`src/rtl/core/lrbc_pkg.sv`:
```
// Shared types, field widths and codes of the LRU block read cache.
package lrbc_pkg;

    localparam int ADDR_W  = 32;            // segment ids, offsets, lengths
    localparam int BLK_W   = 21;            // block size register
    localparam int CSTART_W = 20;           // position inside one block
    localparam int MAXU_W  = 5;             // entries-in-use register
    localparam int CNT64_W = 64;            // ticks and running totals
    localparam int SLOT_OUT_W = 4;          // slot field of a result
    localparam int CFG_ADDR_W = 4;

    // Block size limits
    localparam logic [BLK_W-1:0] BLOCK_MIN   = 21'd1;
    localparam logic [BLK_W-1:0] BLOCK_MAX   = 21'd1048576;
    localparam logic [BLK_W-1:0] BLOCK_RESET = 21'd65536;
    localparam logic [MAXU_W-1:0] MAXU_MIN   = 5'd2;

    // Configuration register indexes
    localparam logic [CFG_ADDR_W-1:0] CFG_BLOCK_BYTES = 4'd0;
    localparam logic [CFG_ADDR_W-1:0] CFG_MAX_ENTRIES = 4'd1;

    // Result action codes
    localparam logic [1:0] ACT_BYPASS = 2'd0;
    localparam logic [1:0] ACT_HIT    = 2'd1;
    localparam logic [1:0] ACT_MISS   = 2'd2;

    // Tag part of one cache entry
    typedef struct packed {
        logic [ADDR_W-1:0] seg;
        logic [ADDR_W-1:0] base;
        logic [BLK_W-1:0]  filled;
    } t_tag;

    // Outcome flags of one tag scan
    typedef struct packed {
        logic             hit;
        logic             free_found;
        logic             vic_found;
        logic [BLK_W-1:0] hit_filled;
    } t_scan_flags;

    // One result item
    typedef struct packed {
        logic [1:0]            action;
        logic [SLOT_OUT_W-1:0] slot;
        logic [ADDR_W-1:0]     block_base;
        logic [ADDR_W-1:0]     fill_length;
        logic [CSTART_W-1:0]   copy_start;
        logic [ADDR_W-1:0]     copy_count;
        logic [BLK_W-1:0]      dest_offset;
        logic                  evicted;
        logic [CNT64_W-1:0]    total_bytes_read;
        logic [CNT64_W-1:0]    total_disk_accesses;
        logic                  last;
    } t_result;

endpackage

```
`src/rtl/core/lrbc_rem.sv`:
```
// Bit-serial restoring remainder unit: offset modulo block size.
module lrbc_rem (
    input  logic                          i_clk,
    input  logic                          i_rst_n,
    input  logic                          i_start,
    input  logic [lrbc_pkg::ADDR_W-1:0]   i_dividend,
    input  logic [lrbc_pkg::BLK_W-1:0]    i_divisor,
    output logic                          o_done,
    output logic [lrbc_pkg::CSTART_W-1:0] o_rem
);
    import lrbc_pkg::*;

    localparam int STEP_W = $clog2(ADDR_W);
    localparam logic [STEP_W-1:0] LAST_STEP = STEP_W'(ADDR_W - 1);

    logic                r_busy;
    logic                r_done;
    logic [STEP_W-1:0]   r_step;
    logic [ADDR_W-1:0]   r_quo;
    logic [BLK_W-1:0]    r_rem;
    logic [BLK_W-1:0]    r_div;

    logic [BLK_W:0]      trial;
    logic                fits;
    logic [BLK_W-1:0]    n_rem;

    // Shift in one dividend bit and subtract when the divisor fits
    always_comb begin
        trial = {r_rem, r_quo[ADDR_W-1]};
        fits  = (trial >= {1'b0, r_div});
        n_rem = fits ? BLK_W'(trial - {1'b0, r_div}) : trial[BLK_W-1:0];
    end

    // Control: run one step per cycle, pulse done after the last bit
    always_ff @(posedge i_clk) begin
        if (!i_rst_n) begin
            r_busy <= 1'b0;
            r_done <= 1'b0;
            r_step <= '0;
        end else begin
            r_done <= 1'b0;
            if (i_start) begin
                r_busy <= 1'b1;
                r_step <= '0;
            end else if (r_busy) begin
                r_step <= r_step + 1'b1;
                if (r_step == LAST_STEP) begin
                    r_busy <= 1'b0;
                    r_done <= 1'b1;
                end
            end
        end
    end

    // Datapath: partial remainder and dividend shifter
    always_ff @(posedge i_clk) begin
        if (i_start) begin
            r_quo <= i_dividend;
            r_div <= i_divisor;
            r_rem <= '0;
        end else if (r_busy) begin
            r_quo <= {r_quo[ADDR_W-2:0], 1'b0};
            r_rem <= n_rem;
        end
    end

    assign o_done = r_done;
    // The remainder stays below the divisor, so at most 2^20 - 1
    assign o_rem  = r_rem[CSTART_W-1:0];

endmodule

```
`config.mk`:
```
export PLATFORM = sky130hd
export DESIGN_NAME = lrbc_rem
export DESIGN_NICKNAME = d
export VERILOG_FILES = /design/src/rtl/core/lrbc_pkg.sv /design/src/rtl/core/lrbc_rem.sv
export SDC_FILE = /design/constraint.sdc
export NUM_CORES = 1
export LEC_CHECK = 0
export BUFFER_PORTS_ARGS = -buffer_cell sky130_fd_sc_hd__clkbuf_2
export CORE_MARGIN = 10
export CORE_UTILIZATION = 30
export DETAILED_ROUTE_END_ITERATION = 12
export GPL_TIMING_DRIVEN = 0
export PLACE_DENSITY = 0.51
export SYNTH_ARGS = -nofsm -noshare
export SYNTH_HDL_FRONTEND = slang
export SYNTH_SLANG_ARGS = --single-unit
```
`constraint.sdc`:
```
create_clock -name i_clk -period 6.5 [get_ports i_clk]
set_input_delay 0.65 -clock i_clk [delete_from_list [all_inputs] [get_ports i_clk]]
set_output_delay 0.65 -clock i_clk [all_outputs]
set_load 0.02 [all_outputs]
```
# Word level (Yosys, flattened, before mapping)
# Cells that the tools add are included.
# op_classes
n_addsub	2
order_cmp	1
n_eq_ne	1
n_mux	7
bitwise_logic	2
reduce_logical	3
# op_table
operator	n
32-bit 2-to-1 mux	2
22-bit by 21-bit greater-or-equal comparator with 1-bit output	1
21-bit 2-to-1 mux	1
21-bit subtractor	1
5-bit by 1-bit adder with 5-bit output, second input constant	1
5-bit == test, second input constant	1
1-bit 2-to-1 mux	4
3-bit OR reduction	1
1-bit NOT	2
2-bit nonzero test	1
2-bit OR reduction	1
# totals
register_bits	81
inputBits	56
out_inout_bits	21
wordCells	22

# Longest topological paths before layout
# logic_depth
depth_word	4
depth_mapped	13
depth_no_buf	11

# Least setup slack after synthesis
# OpenSTA, ideal clock, no wires.
# synth_path
path_kind	flip-flop to flip-flop
start	register r_quo[31]
end	register r_rem[16]
setup_ps	129
arrival_time_ps	2427
t_required_ps	6371
setup_slack_ps	3944
path_stages_with_launch	14
path_buffers	2
synth_period_minus_slack_ps	2556
cell_sequence	edfxtp_1 inv_1 ha_1 inv_1 fa_1 a21oi_2 o211ai_2 a211oi_2 nor2_2 o21a_1 buf_6 buf_8 o41ai_1 a31oi_1
# synth_via
elab_chain_cells	2
elab_cells_between_ends	3
cone_classes	add/sub (1); order compare (1); mux (1)
# synth_rtl
element	line	source
start, declared	lrbc_rem.sv:19	logic [ADDR_W-1:0] r_quo;
start signal, assigned	lrbc_rem.sv:58	r_quo <= i_dividend;
start signal, assigned	lrbc_rem.sv:62	r_quo <= {r_quo[ADDR_W-2:0], 1'b0};
21-bit subtractor or 22-bit by 21-bit greater-or-equal comparator with 1-bit output (tied branches)	lrbc_rem.sv:31, lrbc_rem.sv:30	
21-bit 2-to-1 mux (*)	lrbc_rem.sv:31	n_rem = fits ? BLK_W'(trial - {1'b0, r_div}) : trial[BLK_W-1:0];
end signal, assigned	lrbc_rem.sv:63	r_rem <= n_rem;
end, declared	lrbc_rem.sv:20	logic [BLK_W-1:0] r_rem;
# Every way passes the cells marked *; elsewhere a longest branch is shown, timed or not.
# A chain may end at the register's enable or synchronous reset.

# Worst setup path in the final report
# layout_path
start	register r_quo[31]
end	register r_rem[19]
# Same word-level chain as after synthesis.

==> results.json <==
{
  "maxSlewHeadroom_pct": 18.9,
  "rr_startpoint": "r_quo[31]$_DFFE_PP_",
  "initial_core_util_pct": 30.5,
  "fin_tns_setup_ns": 0,
  "r2r-end": "r_rem[19]$_SDFFE_PP0P_",
  "synth_area_leaders": "edfxtp_1 34%, dfxtp_1 12%, mux2_2 7.6%",
  "cp-start-kind": "register",
  "syn_area_um2": 4620,
  "synth-edff-count": 53,
  "io_pins": 77,
  "wl_met2_um": 5680,
  "status": "finished clean",
  "post-route-drc-count": 0,
  "synth_xor_area_share_pct": 3.22,
  "crit_start": "r_quo[31]$_DFFE_PP_",
  "path_cells": "inv_1 -> ha_1 -> inv_1 -> fa_1 -> a21oi_2 -> o211ai_2 -> a211oi_2 -> nor2_2 -> o21a_1 -> buf_6 -> buf_8 -> o21ai_0 -> o21ai_0",
  "ant_nets": 0,
  "io_buffers": 76,
  "clk_pin_slew_ns": 0.06,
  "yosys_warnings": 0,
  "drtIter0Drc": 171,
  "whs_endpoint": "r_div[16]$_DFFE_PP_",
  "peakVddDrop_uv": 124,
  "async_reset_ff_share_pct": 0,
  "finalHoldViolations": 0,
  "max_stage_delay_ns": 0.43,
  "antenna_found_initial": 0,
  "cts_tree": "done",
  "dieWidth_um": 144,
  "power_density_nw_per_um2": 250,
  "preCtsSetupSlack_ns": 3.24,
  "synthTopCellsByCount": "53 x edfxtp_1, 36 x nor2_1, 31 x mux2_2",
  "fp.dieArea_um2": 20800,
  "wl_met1_um": 5490,
  "cp_max_fo": 10,
  "top_layer": "met4",
  "hold_path_depth": 1,
  "synth.distinct_cells": 62,
  "cts.repair.resized": 0,
  "layout_setup_ws_ns": 3.50,
  "postCtsSetupBuffers": 0,
  "synth_nets": 513,
  "num_antenna_cells": 0,
  "synth_top_family_by_area": "compound AO/OA/AOI/OAI gates",
  "tightest_slew_ns": 1.22,
  "slew_violations": 0,
  "crit_type": "register to register",
  "viasPerCell": 5.04,
  "vias": 3593,
  "gp_congestion": 0.876,
  "area_growth_pct": 19.7,
  "drive_gt1_share_pct": 31.4,
  "hpwl_um": 8970,
  "rsz0062_at_grt": "false",
  "cts_max_level": 3,
  "fin_crit_sh_pct": 46.1,
  "clock_latency_ns": 0.35,
  "synth-simple-area-share_pct": 10.2,
  "wl_per_cell_um": 17.0,
  "r2r_slack_ns": 3.50,
  "hold_class": "primary input to register",
  "core_area_um2": 15100,
  "synth_mux_area_share_pct": 8.21,
  "drv_cap": 0,
  "synth_cells": 433,
  "power.leakage_nw": 2.35,
  "grt_overflow_total": 0,
  "worstSetupEndpointType": "register",
  "yosys.area.top_type_share_pct": 34.5,
  "finalSetupViolCount": 0,
  "cts_buffers": 9,
  "hold_start": "i_divisor[16]",
  "synth-compound-area-share_pct": 17.3,
  "cpLargestDelayFamily": "compound AO/OA/AOI/OAI gates",
  "grt_max_degree": 33,
  "routed_wl_um": 12100,
  "route.met3.wl_um": 664,
  "worstPathArrival_ns": 3.23,
  "first_pass_iters": 4,
  "hold_buffers": 0,
  "synthAdderAreaFrac_pct": 6.66,
  "rows": 45,
  "synth_top_cell_by_area": "edfxtp_1",
  "synth.avg_cell_area_um2": 10.7,
  "yosysSeqAreaShare_pct": 46.6,
  "track_usage_pct": 12.0,
  "critPathRequiredTime_ns": 6.73,
  "final_net_count": 600,
  "rr_worst_depth": 13,
  "clockBufferDepth": 2,
  "max_freq_ghz": 0.334,
  "ys_ff_latch": 81,
  "cts.sinks": 81,
  "grt_pass1_vias": 3620,
  "crit_path_top_delay_cell": "fa_1",
  "grt_pass1_wl_um": 19300,
  "period_minus_slack_ns": 3.00,
  "critPathBufInv": 4,
  "yosysMostFrequentCell": "edfxtp_1",
  "synthFlopType": "edfxtp_1",
  "cts-root-buf": "clkbuf_16",
  "fp.dieH_um": 144,
  "fillers": 1525,
  "fin_skew_ns": 0.00905
}
==> per-stage QoR <==
stage          total power [mW]  hold WS [ns]  util, %  std cells  instance area [µm²]
3_5_place_dp              0.882         0.494     34.6        697                 5240
6_report                   1.38         0.471     36.5        713                 5530
5_1_grt                    1.45         0.461     36.5        713                 5530
3_3_place_gp              0.878         0.483     34.6        697                 5240
4_1_cts                    1.40         0.457     36.5        713                 5530
2_1_floorplan             0.806         0.465        -        433                 4620
==> worst reg2reg max path, cell delays in order (launching register included) <==
cell and delay [ns]:
edfxtp_1 0.40, inv_1 0.08, ha_1 0.16, inv_1 0.06
fa_1 0.43, a21oi_2 0.19, o211ai_2 0.18, a211oi_2 0.33
nor2_2 0.09, o21a_1 0.24, buf_6 0.17, buf_8 0.15
o21ai_0 0.27, o21ai_0 0.13
==> report_power, final <==
group / internal [mW] / total (mW) / switching [mW]
Sequential: 0.596 / 0.615 / 0.0196
Combinational: 0.113 / 0.256 / 0.143
Clock: 0.299 / 0.513 / 0.215
Total: 1.01 / 1.38 / 0.377
==> layout make-up <==
cell class	instances	area [µm²]	area share [%]
inverters	29	109	1.97
multi-input cells	284	2110	38.1
flip-flops and latches	81	2150	38.9
well taps	188	235	4.25
clock buffers	10	229	4.14
clock inverters	6	67.6	1.22
repair buffers	76	380	6.88
plain buffers	39	251	4.55
==> routing by layer <==
layer | track usage, % | up-vias
li1 | - | 1761
met1 | 14.9 | 1727
met2 | 18.8 | 89
met3 | 2.66 | 16
met4 | 6.77 | 0
met5 | 0 | -
==> layout by cell type (no fill, tap or decap), types with 5 or more instances in the layout <==
cell type | netlist | final
o211ai_1 | 5 | 5
edfxtp_1 | 53 | 53
xor2_1 | 6 | 6
nand3_1 | 15 | 15
clkbuf_16 | 0 | 9
nor2_1 | 36 | 36
o21bai_1 | 5 | 5
a21oi_1 | 19 | 19
xnor2_1 | 11 | 11
ha_1 | 23 | 23
buf_4 | 21 | 21
clkbuf_1 | 7 | 8
nand2_1 | 18 | 18
clkbuf_2 | 1 | 77
o21ai_0 | 18 | 18
a21o_1 | 10 | 10
o21ai_2 | 5 | 5
inv_1 | 29 | 29
mux2_2 | 31 | 31
a311oi_1 | 10 | 10
dfxtp_1 | 28 | 28
nand4_1 | 6 | 6
buf_2 | 5 | 5
a31oi_1 | 5 | 5
==> worst max-delay path by stage <==
| stage | endpoint | cells after the start |
|---|---|---|
| CTS | r_rem[19]$_SDFFE_PP0P_ | 13 |
| floorplan | r_rem[16]$_SDFFE_PP0P_ | 13 |
| global route | r_rem[19]$_SDFFE_PP0P_ | 13 |
| global placement | r_quo[23]$_DFFE_PP_ | 4 |
| finish | r_rem[19]$_SDFFE_PP0P_ | 13 |
| detailed placement | r_quo[10]$_DFFE_PP_ | 4 |
==> cell families after synthesis <==
group           Yosys count
compound gates          110
simple gates             99
flops                    81
buf+inv                  68
mux                      34
fa+ha+maj                24
xor+xnor                 17
==> sequential cells by signal, indices dropped and copies added, names as in the netlist <==
signal	cells
r_step	5
r_busy	1
r_div	21
r_quo	32
o_done	1
r_rem	21
Power figures use the tool's default switching activity.
