### src/rtl/core/lrbc_pkg.sv
// Shared types, field widths and codes of the LRU block read cache.
package lrbc_pkg;

    localparam int ADDR_W  = 32;            // segment ids, offsets, lengths
    localparam int BLK_W   = 21;            // block size register
    localparam int CSTART_W = 20;           // position inside one block
    localparam int MAXU_W  = 5;             // entries-in-use register
    localparam int CNT64_W = 64;            // ticks and running totals
    localparam int SLOT_OUT_W = 4;          // slot field of a result
    localparam int CFG_ADDR_W = 4;

    // Block size limits
    localparam logic [BLK_W-1:0] BLOCK_MIN   = 21'd1;
    localparam logic [BLK_W-1:0] BLOCK_MAX   = 21'd1048576;
    localparam logic [BLK_W-1:0] BLOCK_RESET = 21'd65536;
    localparam logic [MAXU_W-1:0] MAXU_MIN   = 5'd2;

    // Configuration register indexes
    localparam logic [CFG_ADDR_W-1:0] CFG_BLOCK_BYTES = 4'd0;
    localparam logic [CFG_ADDR_W-1:0] CFG_MAX_ENTRIES = 4'd1;

    // Result action codes
    localparam logic [1:0] ACT_BYPASS = 2'd0;
    localparam logic [1:0] ACT_HIT    = 2'd1;
    localparam logic [1:0] ACT_MISS   = 2'd2;

    // Tag part of one cache entry
    typedef struct packed {
        logic [ADDR_W-1:0] seg;
        logic [ADDR_W-1:0] base;
        logic [BLK_W-1:0]  filled;
    } t_tag;

    // Outcome flags of one tag scan
    typedef struct packed {
        logic             hit;
        logic             free_found;
        logic             vic_found;
        logic [BLK_W-1:0] hit_filled;
    } t_scan_flags;

    // One result item
    typedef struct packed {
        logic [1:0]            action;
        logic [SLOT_OUT_W-1:0] slot;
        logic [ADDR_W-1:0]     block_base;
        logic [ADDR_W-1:0]     fill_length;
        logic [CSTART_W-1:0]   copy_start;
        logic [ADDR_W-1:0]     copy_count;
        logic [BLK_W-1:0]      dest_offset;
        logic                  evicted;
        logic [CNT64_W-1:0]    total_bytes_read;
        logic [CNT64_W-1:0]    total_disk_accesses;
        logic                  last;
    } t_result;

endpackage

### src/rtl/core/lrbc_tags.sv
// Tag and tick store with a one-entry-per-cycle lookup and LRU scan.
module lrbc_tags #(
    parameter  int MAX_ENTRIES = 16,
    localparam int IW = $clog2(MAX_ENTRIES)
) (
    input  logic                          i_clk,
    input  logic                          i_rst_n,
    // scan request
    input  logic                          i_start,
    input  logic [lrbc_pkg::ADDR_W-1:0]   i_key_seg,
    input  logic [lrbc_pkg::ADDR_W-1:0]   i_key_base,
    input  logic                          i_excl_en,
    input  logic [IW-1:0]                 i_excl,
    // entry update
    input  logic                          i_wr_en,
    input  logic                          i_wr_tag,
    input  logic [IW-1:0]                 i_wr_slot,
    input  lrbc_pkg::t_tag                i_wr_data,
    input  logic [lrbc_pkg::CNT64_W-1:0]  i_wr_tick,
    // scan outcome, held until the next start
    output logic                          o_done,
    output lrbc_pkg::t_scan_flags         o_flags,
    output logic [IW-1:0]                 o_hit_slot,
    output logic [IW-1:0]                 o_free_slot,
    output logic [IW-1:0]                 o_vic_slot,
    output logic [IW:0]                   o_valid_cnt
);
    import lrbc_pkg::*;

    localparam logic [IW-1:0] LAST_IDX = IW'(MAX_ENTRIES - 1);

    t_tag                r_tag_mem  [MAX_ENTRIES];
    logic [CNT64_W-1:0]  r_tick_mem [MAX_ENTRIES];
    logic [MAX_ENTRIES-1:0] r_valid;

    t_tag                r_rd_tag;
    logic [CNT64_W-1:0]  r_rd_tick;

    logic                r_issue;
    logic [IW-1:0]       r_idx;
    logic                r_chk;
    logic [IW-1:0]       r_cidx;
    logic                r_done;

    t_scan_flags         r_flags;
    logic [IW-1:0]       r_hit_slot;
    logic [IW-1:0]       r_free_slot;
    logic [IW-1:0]       r_vic_slot;
    logic [CNT64_W-1:0]  r_vic_tick;
    logic [IW:0]         r_cnt;

    logic                ent_v;
    logic                match;
    logic                take_vic;

    // Tag memory: one write port, one registered read port
    always_ff @(posedge i_clk) begin
        if (i_wr_en && i_wr_tag) begin
            r_tag_mem[i_wr_slot] <= i_wr_data;
        end
        r_rd_tag <= r_tag_mem[r_idx];
    end

    // Tick memory: one write port, one registered read port
    always_ff @(posedge i_clk) begin
        if (i_wr_en) begin
            r_tick_mem[i_wr_slot] <= i_wr_tick;
        end
        r_rd_tick <= r_tick_mem[r_idx];
    end

    // Valid bits: cleared by reset, set on fill
    always_ff @(posedge i_clk) begin
        if (!i_rst_n) begin
            r_valid <= '0;
        end else if (i_wr_en && i_wr_tag) begin
            r_valid[i_wr_slot] <= 1'b1;
        end
    end

    // Scan sequencer: issue addresses, then check the returned entry
    always_ff @(posedge i_clk) begin
        if (!i_rst_n) begin
            r_issue <= 1'b0;
            r_idx   <= '0;
            r_chk   <= 1'b0;
            r_cidx  <= '0;
            r_done  <= 1'b0;
        end else begin
            r_chk  <= r_issue;
            r_cidx <= r_idx;
            r_done <= r_chk && (r_cidx == LAST_IDX);
            if (i_start) begin
                r_issue <= 1'b1;
                r_idx   <= '0;
            end else if (r_issue) begin
                if (r_idx == LAST_IDX) begin
                    r_issue <= 1'b0;
                end else begin
                    r_idx <= r_idx + 1'b1;
                end
            end
        end
    end

    // Compare the entry read last cycle against the key and the running minimum
    always_comb begin
        ent_v    = r_valid[r_cidx];
        match    = ent_v && (r_rd_tag.seg == i_key_seg) && (r_rd_tag.base == i_key_base);
        take_vic = ent_v && !(i_excl_en && (r_cidx == i_excl)) &&
                   (!r_flags.vic_found || (r_rd_tick < r_vic_tick));
    end

    // Accumulate hit, free slot, valid count and LRU victim
    always_ff @(posedge i_clk) begin
        if (i_start) begin
            r_flags     <= '0;
            r_cnt       <= '0;
            r_hit_slot  <= '0;
            r_free_slot <= '0;
            r_vic_slot  <= '0;
            r_vic_tick  <= '0;
        end else if (r_chk) begin
            r_cnt <= r_cnt + (IW+1)'(ent_v);
            if (match && !r_flags.hit) begin
                r_flags.hit        <= 1'b1;
                r_flags.hit_filled <= r_rd_tag.filled;
                r_hit_slot         <= r_cidx;
            end
            if (!ent_v && !r_flags.free_found) begin
                r_flags.free_found <= 1'b1;
                r_free_slot        <= r_cidx;
            end
            if (take_vic) begin
                r_flags.vic_found <= 1'b1;
                r_vic_slot        <= r_cidx;
                r_vic_tick        <= r_rd_tick;
            end
        end
    end

    assign o_done      = r_done;
    assign o_flags     = r_flags;
    assign o_hit_slot  = r_hit_slot;
    assign o_free_slot = r_free_slot;
    assign o_vic_slot  = r_vic_slot;
    assign o_valid_cnt = r_cnt;

endmodule

### config.mk
export PLATFORM = sky130hd
export DESIGN_NAME = lrbc_tags
export DESIGN_NICKNAME = d
export VERILOG_FILES = /design/src/rtl/core/lrbc_pkg.sv /design/src/rtl/core/lrbc_tags.sv
export SDC_FILE = /design/constraint.sdc
export NUM_CORES = 2
export LEC_CHECK = 0
export BUFFER_PORTS_ARGS = -buffer_cell sky130_fd_sc_hd__clkbuf_2
export CAP_MARGIN = 20
export CORE_UTILIZATION = 40
export CTS_CLUSTER_SIZE = 25
export DETAILED_ROUTE_END_ITERATION = 7
export SYNTH_ARGS = -nofsm -noshare
export SYNTH_HDL_FRONTEND = slang
export SYNTH_SLANG_ARGS = --single-unit
### constraint.sdc
create_clock -name i_clk -period 17.2 [get_ports i_clk]
set_input_delay 3.44 -clock i_clk [delete_from_list [all_inputs] [get_ports i_clk]]
set_output_delay 3.44 -clock i_clk [all_outputs]
set_load 0.1 [all_outputs]
# Yosys cells after proc, flatten, opt, wreduce, memory -nomap -nowiden
# Memory sizes are Yosys's and may differ from the RTL's. A register that Yosys moved wholly into a read port is not among the register bits.
# Cells that the tools add are included.
[classes]
add_sub_neg = 2
n_lt_le_gt_ge = 4
n_reduce_logical = 21
n_mux = 11
eq_ne = 5
bitwise_logic = 3
[op_table]
columns = ["op", "n"]
rows = [
  ["32-bit equality test", 2],
  ["64-bit < comparator", 1],
  ["16-bit OR", 1],
  ["1-bit logical AND", 10],
  ["4-bit by 5-bit < comparator with 1-bit output, second input constant", 2],
  ["1-bit two-way mux", 9],
  ["4-bit equality test, second input constant", 2],
  ["2-bit AND reduction", 4],
  ["5-bit by 1-bit adder with 5-bit output", 1],
  ["1-bit logical NOT", 5],
  ["4-bit by 1-bit adder with 4-bit output, second input constant", 1],
  ["1-bit binary-select mux with 4-bit select", 1],
  ["1-bit demux with 4-bit select", 1],
  ["4-bit equality test", 1],
  ["4-bit by 1-bit >= comparator with 1-bit output, second input constant", 1],
  ["1-bit inverter", 2],
  ["2-bit OR reduction", 1],
  ["1-bit logical OR", 1],
]
[totals]
word_cells = 63
ram_bits = 2384
inputBits = 227
output_inout_bits = 42
mem_count = 2
reg_bits = 132
[memory_table]
columns = ["memory", "depth", "word_bits", "rd", "rd_ports_with_merged_regs", "write_ports", "line_no", "rtl"]
rows = [
  ["r_tag_mem", 16, 85, 1, 1, 1, "lrbc_tags.sv:32", "t_tag r_tag_mem [MAX_ENTRIES];"],
  ["r_tick_mem", 16, 64, 1, 1, 1, "lrbc_tags.sv:33", "logic [CNT64_W-1:0] r_tick_mem [MAX_ENTRIES];"],
]

# Logic depth before layout (Yosys ltp)
[logic_depth]
word_depth = 6
ltp_mapped = 11
mapped_depth_nobuf = 9

# Worst setup path before layout
# No wires, ideal clock.
[synth_path]
path_kind = "input to register"
start = "in i_wr_slot[3]"
end = "mem r_tick_mem[0][0] (enable)"
required_ns = 16.635
path_buffers = 1
setup_time_ns = 0.565
setup_slack_ns = 8.210
cell_stages = 3
arrival_ns = 8.425
path_cell_list = "or3b_2 -> clkbuf_1 -> nor3_1"
[synth_rtl]
columns = ["element", "line_no", "rtl"]
rows = [
  ["start: declaration", "lrbc_tags.sv:17", "input logic [IW-1:0] i_wr_slot,"],
  ["end: declaration", "lrbc_tags.sv:33", ""],
]
# Straight into the memory's write port.

# Worst setup path in the final report
[layout_path]
start = "in i_wr_en"
end = "mem r_tag_mem[14][15] in the netlist's numbering (enable)"
[layout_via]
elab_chain_len = 3
[layout_rtl]
columns = ["element", "line_no", "rtl"]
rows = [
  ["start: declaration", "lrbc_tags.sv:15", "input logic i_wr_en,"],
  ["1-bit logical AND", "lrbc_tags.sv:58", "if (i_wr_en && i_wr_tag) begin"],
  ["1-bit two-way mux", "lrbc_tags.sv:58", ""],
  ["1-bit two-way mux (not written as such)", "lrbc_tags.sv:59", "r_tag_mem[i_wr_slot] <= i_wr_data;"],
  ["end: declaration", "lrbc_tags.sv:32", ""],
]
# Every way passes these cells.

==> results.toml <==
[status]
status = "completed"

[pwr]
irDropWorstVdd_mv = 0.128
post-layout-total-power_w = 0.0137
power_density_mw_per_mm2 = 120
static-leakage-power_nw = 35.4

[logic_synthesis]
syn_nets = 4626
yosys_synthesis_warning_count = 0
syn_area_per_cell_um2 = 22.9
ys_ff_latch = 2665
postSynthCellCount = 4333
yosysSeqAreaShare_pct = 77.7
synth_cell_types = 42
syn_area_mm2 = 0.0994

[layout]
mostFrequentLayoutCell = "sky130_fd_sc_hd__edfxtp_1"
syn_to_final_growth_pct = 15.2
n_fill_cell = 20300
layout.cells.most_common_list = "sky130_fd_sc_hd__edfxtp_1 (2384), sky130_fd_sc_hd__mux4_2 (750), sky130_fd_sc_hd__clkbuf_16 (301)"
design.final.nets = 5067
layout-drive-gt1-share_pct = 31.4
design_area_mm2 = 0.114
finalNonFillerCells = 8304

[grt]
global_route.overflow_total = 0
grt_pass1_wl_um = 337000
via_count_of_the_first_global_routing_pass = 47400
antenna_found_initial = 54
groute.usage.overall_pct = 18.6
grt_start_max_net_pins = 156

[drt]
postRouteAntennaNets = 0
firstDrtPassIters = 7
route.detailed.drc = 0
drt_iter0_drc = 3890
route.detailed.wl_per_inst_um = 28.1
wl_um = 233000
dr_total_vias = 45600
avgViaCountPerCell = 5.49

[clock_network]
cts_tree = "built"
cts_hold_buf = 0
clk-insertion-delay-late_ns = 0.93
cts_buffers = 292
cts.htree.levels = 5
cts_resized = 0
ctsRootBufferMaster = "sky130_fd_sc_hd__clkbuf_16"
max-clock-path-buffers = 4
cts.clk_slew.worst_paths_ns = 0.06
post_cts_buffers = 0
clock_sink_count = 2665

[worst_setup_path]
worst_path_max_delay_cell = "sky130_fd_sc_hd__nor2_4"
critical_path_peak_fanout = 35
worst-endpoint-required_ns = 17.73
timing.critical_path.cells = "clkbuf_2, nand3_1, nor2_4, buf_4, buf_4"
timing.critical_path.to_type = "flop"
crit_type = "input pin to flop"
worst_path_largest_cell_delay_ns = 0.98
cp-start-kind = "input pin"
critPathMostFrequentCell = "sky130_fd_sc_hd__buf_4"
arrival_ns = 6.56

[die]
die-area_mm2 = 0.250
initial_core_util_pct = 40.3
io_pins = 269
coreArea_mm2 = 0.246
die_wd_um = 500
die_y_um = 500
placement_rows = 182

[timing]
finClkSkew_ns = 0.0689
grt_setup_unrepaired = "false"
tightestPinTransition_ns = 1.18
worst_max_slew_margin_expressed_relative_to_the_limit_pct = 21.2
min_period_over_period_pct = 35.1
fin_setup_tns_ns = 0
setup_viol = 0
time_the_final_worst_path_needs_with_i_o_delays_and_setup_ns = 6.03
max_clock_freq_mhz = 166
final-max-slew-violation-count = 0
final-hold-violation-count = 0

[hold_path]
worst_min_delay_path_category = "flop to flop"

[placement]
total_of_buffers_placed_on_input_and_output_ports = 268
finalWeightedCongestion = 0.730
place.detailed.hpwl_um = 129000
dp_cells = 7792
placed_area_mm2 = 0.105

[flow_run]
timing.max_cap.violations = 0
synthesized netlist by cell type (all sizes together):
cell,count,area [µm²]
edfxtp,2384,71600
mux4,750,16900
dfxtp,281,5630
clkbuf,154,578
a21oi,97,485
o21ai,77,385
nand3,75,375
nor2,75,282
inv,74,278
buf,66,309
ha,66,826
xnor2,38,333
xor2,33,289
mux2i,32,320
nand4,29,188
nand2,24,90.1
o21a,18,135
nor4,11,68.8
nor3,9,45.0
and2,5,31.3
nand2b,5,31.3
nand3b,4,30.0
a2111oi,3,26.3
a211oi,3,22.5
a221oi,3,26.3
or4,3,22.5
a31oi,2,12.5
o211ai,2,15.0
o22ai,2,12.5
a21boi,1,7.51
a22oi,1,7.51
a2bb2oi,1,8.76
o2bb2ai,1,8.76
o41a,1,12.5
o41ai,1,16.3
or2,1,6.26
or3b,1,8.76
per-layer routing:
metal / GRT usage, % / part of all wire, % / up-vias
met3: 3.66 / 6.5 / 415
met2: 31.3 / 50 / 1435
li1: - / - / 19100
met5: 0 / 0.13 / -
met1: 25.0 / 41 / 24600
met4: 4.48 / 2.0 / 46
critical path: cells and delay by family:
kind	cells	cell delay [ns]
simple gates	2	1.56
buf+inv	3	1.47
worst paths after layout:
check | startpoint | end | slack, ns | cells after the start
setup / recovery | i_wr_en | r_tag_mem[14][15] | 11.17 | 5
hold reg to reg | r_issue | r_chk | 0.43 | 1
hold / removal | r_issue | r_chk | 0.43 | 1
setup reg to reg | r_cidx[0] | o_hit_slot[2] | 12.91 | 6
cell families after synthesis:
logic type,after synthesis,share of synthesized area (%)
mux,782,17.3
fa+ha+maj,66,0.831
simple gates,242,1.19
xor+xnor,71,0.626
flops,2665,77.7
compound gates,213,1.19
buf+inv,294,1.17
through the flow:
| step | hold slack (ns) | setup slack [ns] | utilization (%) |
|---|---|---|---|
| after floorplan | 0.430 | 8.21 | - |
| after CTS | 0.428 | 11.17 | 46.4 |
| after global placement | 0.439 | 9.70 | 42.6 |
| final | 0.433 | 11.17 | 46.5 |
| after detailed placement | 0.445 | 10.19 | 42.7 |
| after global routing | 0.455 | 11.02 | 46.4 |
report_power, final:
group,leakage (nW),internal (W),switching [W]
Sequential,23.8,0.00715,0.0000354
Combinational,7.01,0.000165,0.000241
Clock,4.59,0.00370,0.00242
state kept, by name, indices dropped and copies added (netlist names):
signal	flops
r_rd_tag	85
r_rd_tick	64
o_valid_cnt	5
r_vic_tick	64
o_hit_slot	4
r_idx	4
r_tick_mem	1024
r_issue	1
r_cidx	4
o_done	1
r_chk	1
r_tag_mem	1360
o_vic_slot	4
r_valid	16
o_free_slot	4
o_flags	24
cell type report:
| cell class | count | area, µm² | area share [%] |
|---|---|---|---|
| antenna | 9 | 22.5 | 0.0197 |
| clock buffer | 379 | 8040 | 7.02 |
| clock inverter | 124 | 1310 | 1.14 |
| inverter | 74 | 278 | 0.243 |
| multi-input combinational | 1374 | 21300 | 18.6 |
| sequential | 2665 | 77200 | 67.5 |
| tap | 3312 | 4140 | 3.62 |
| timing repair buffer | 367 | 2170 | 1.89 |
Power figures use the tool's default switching activity.
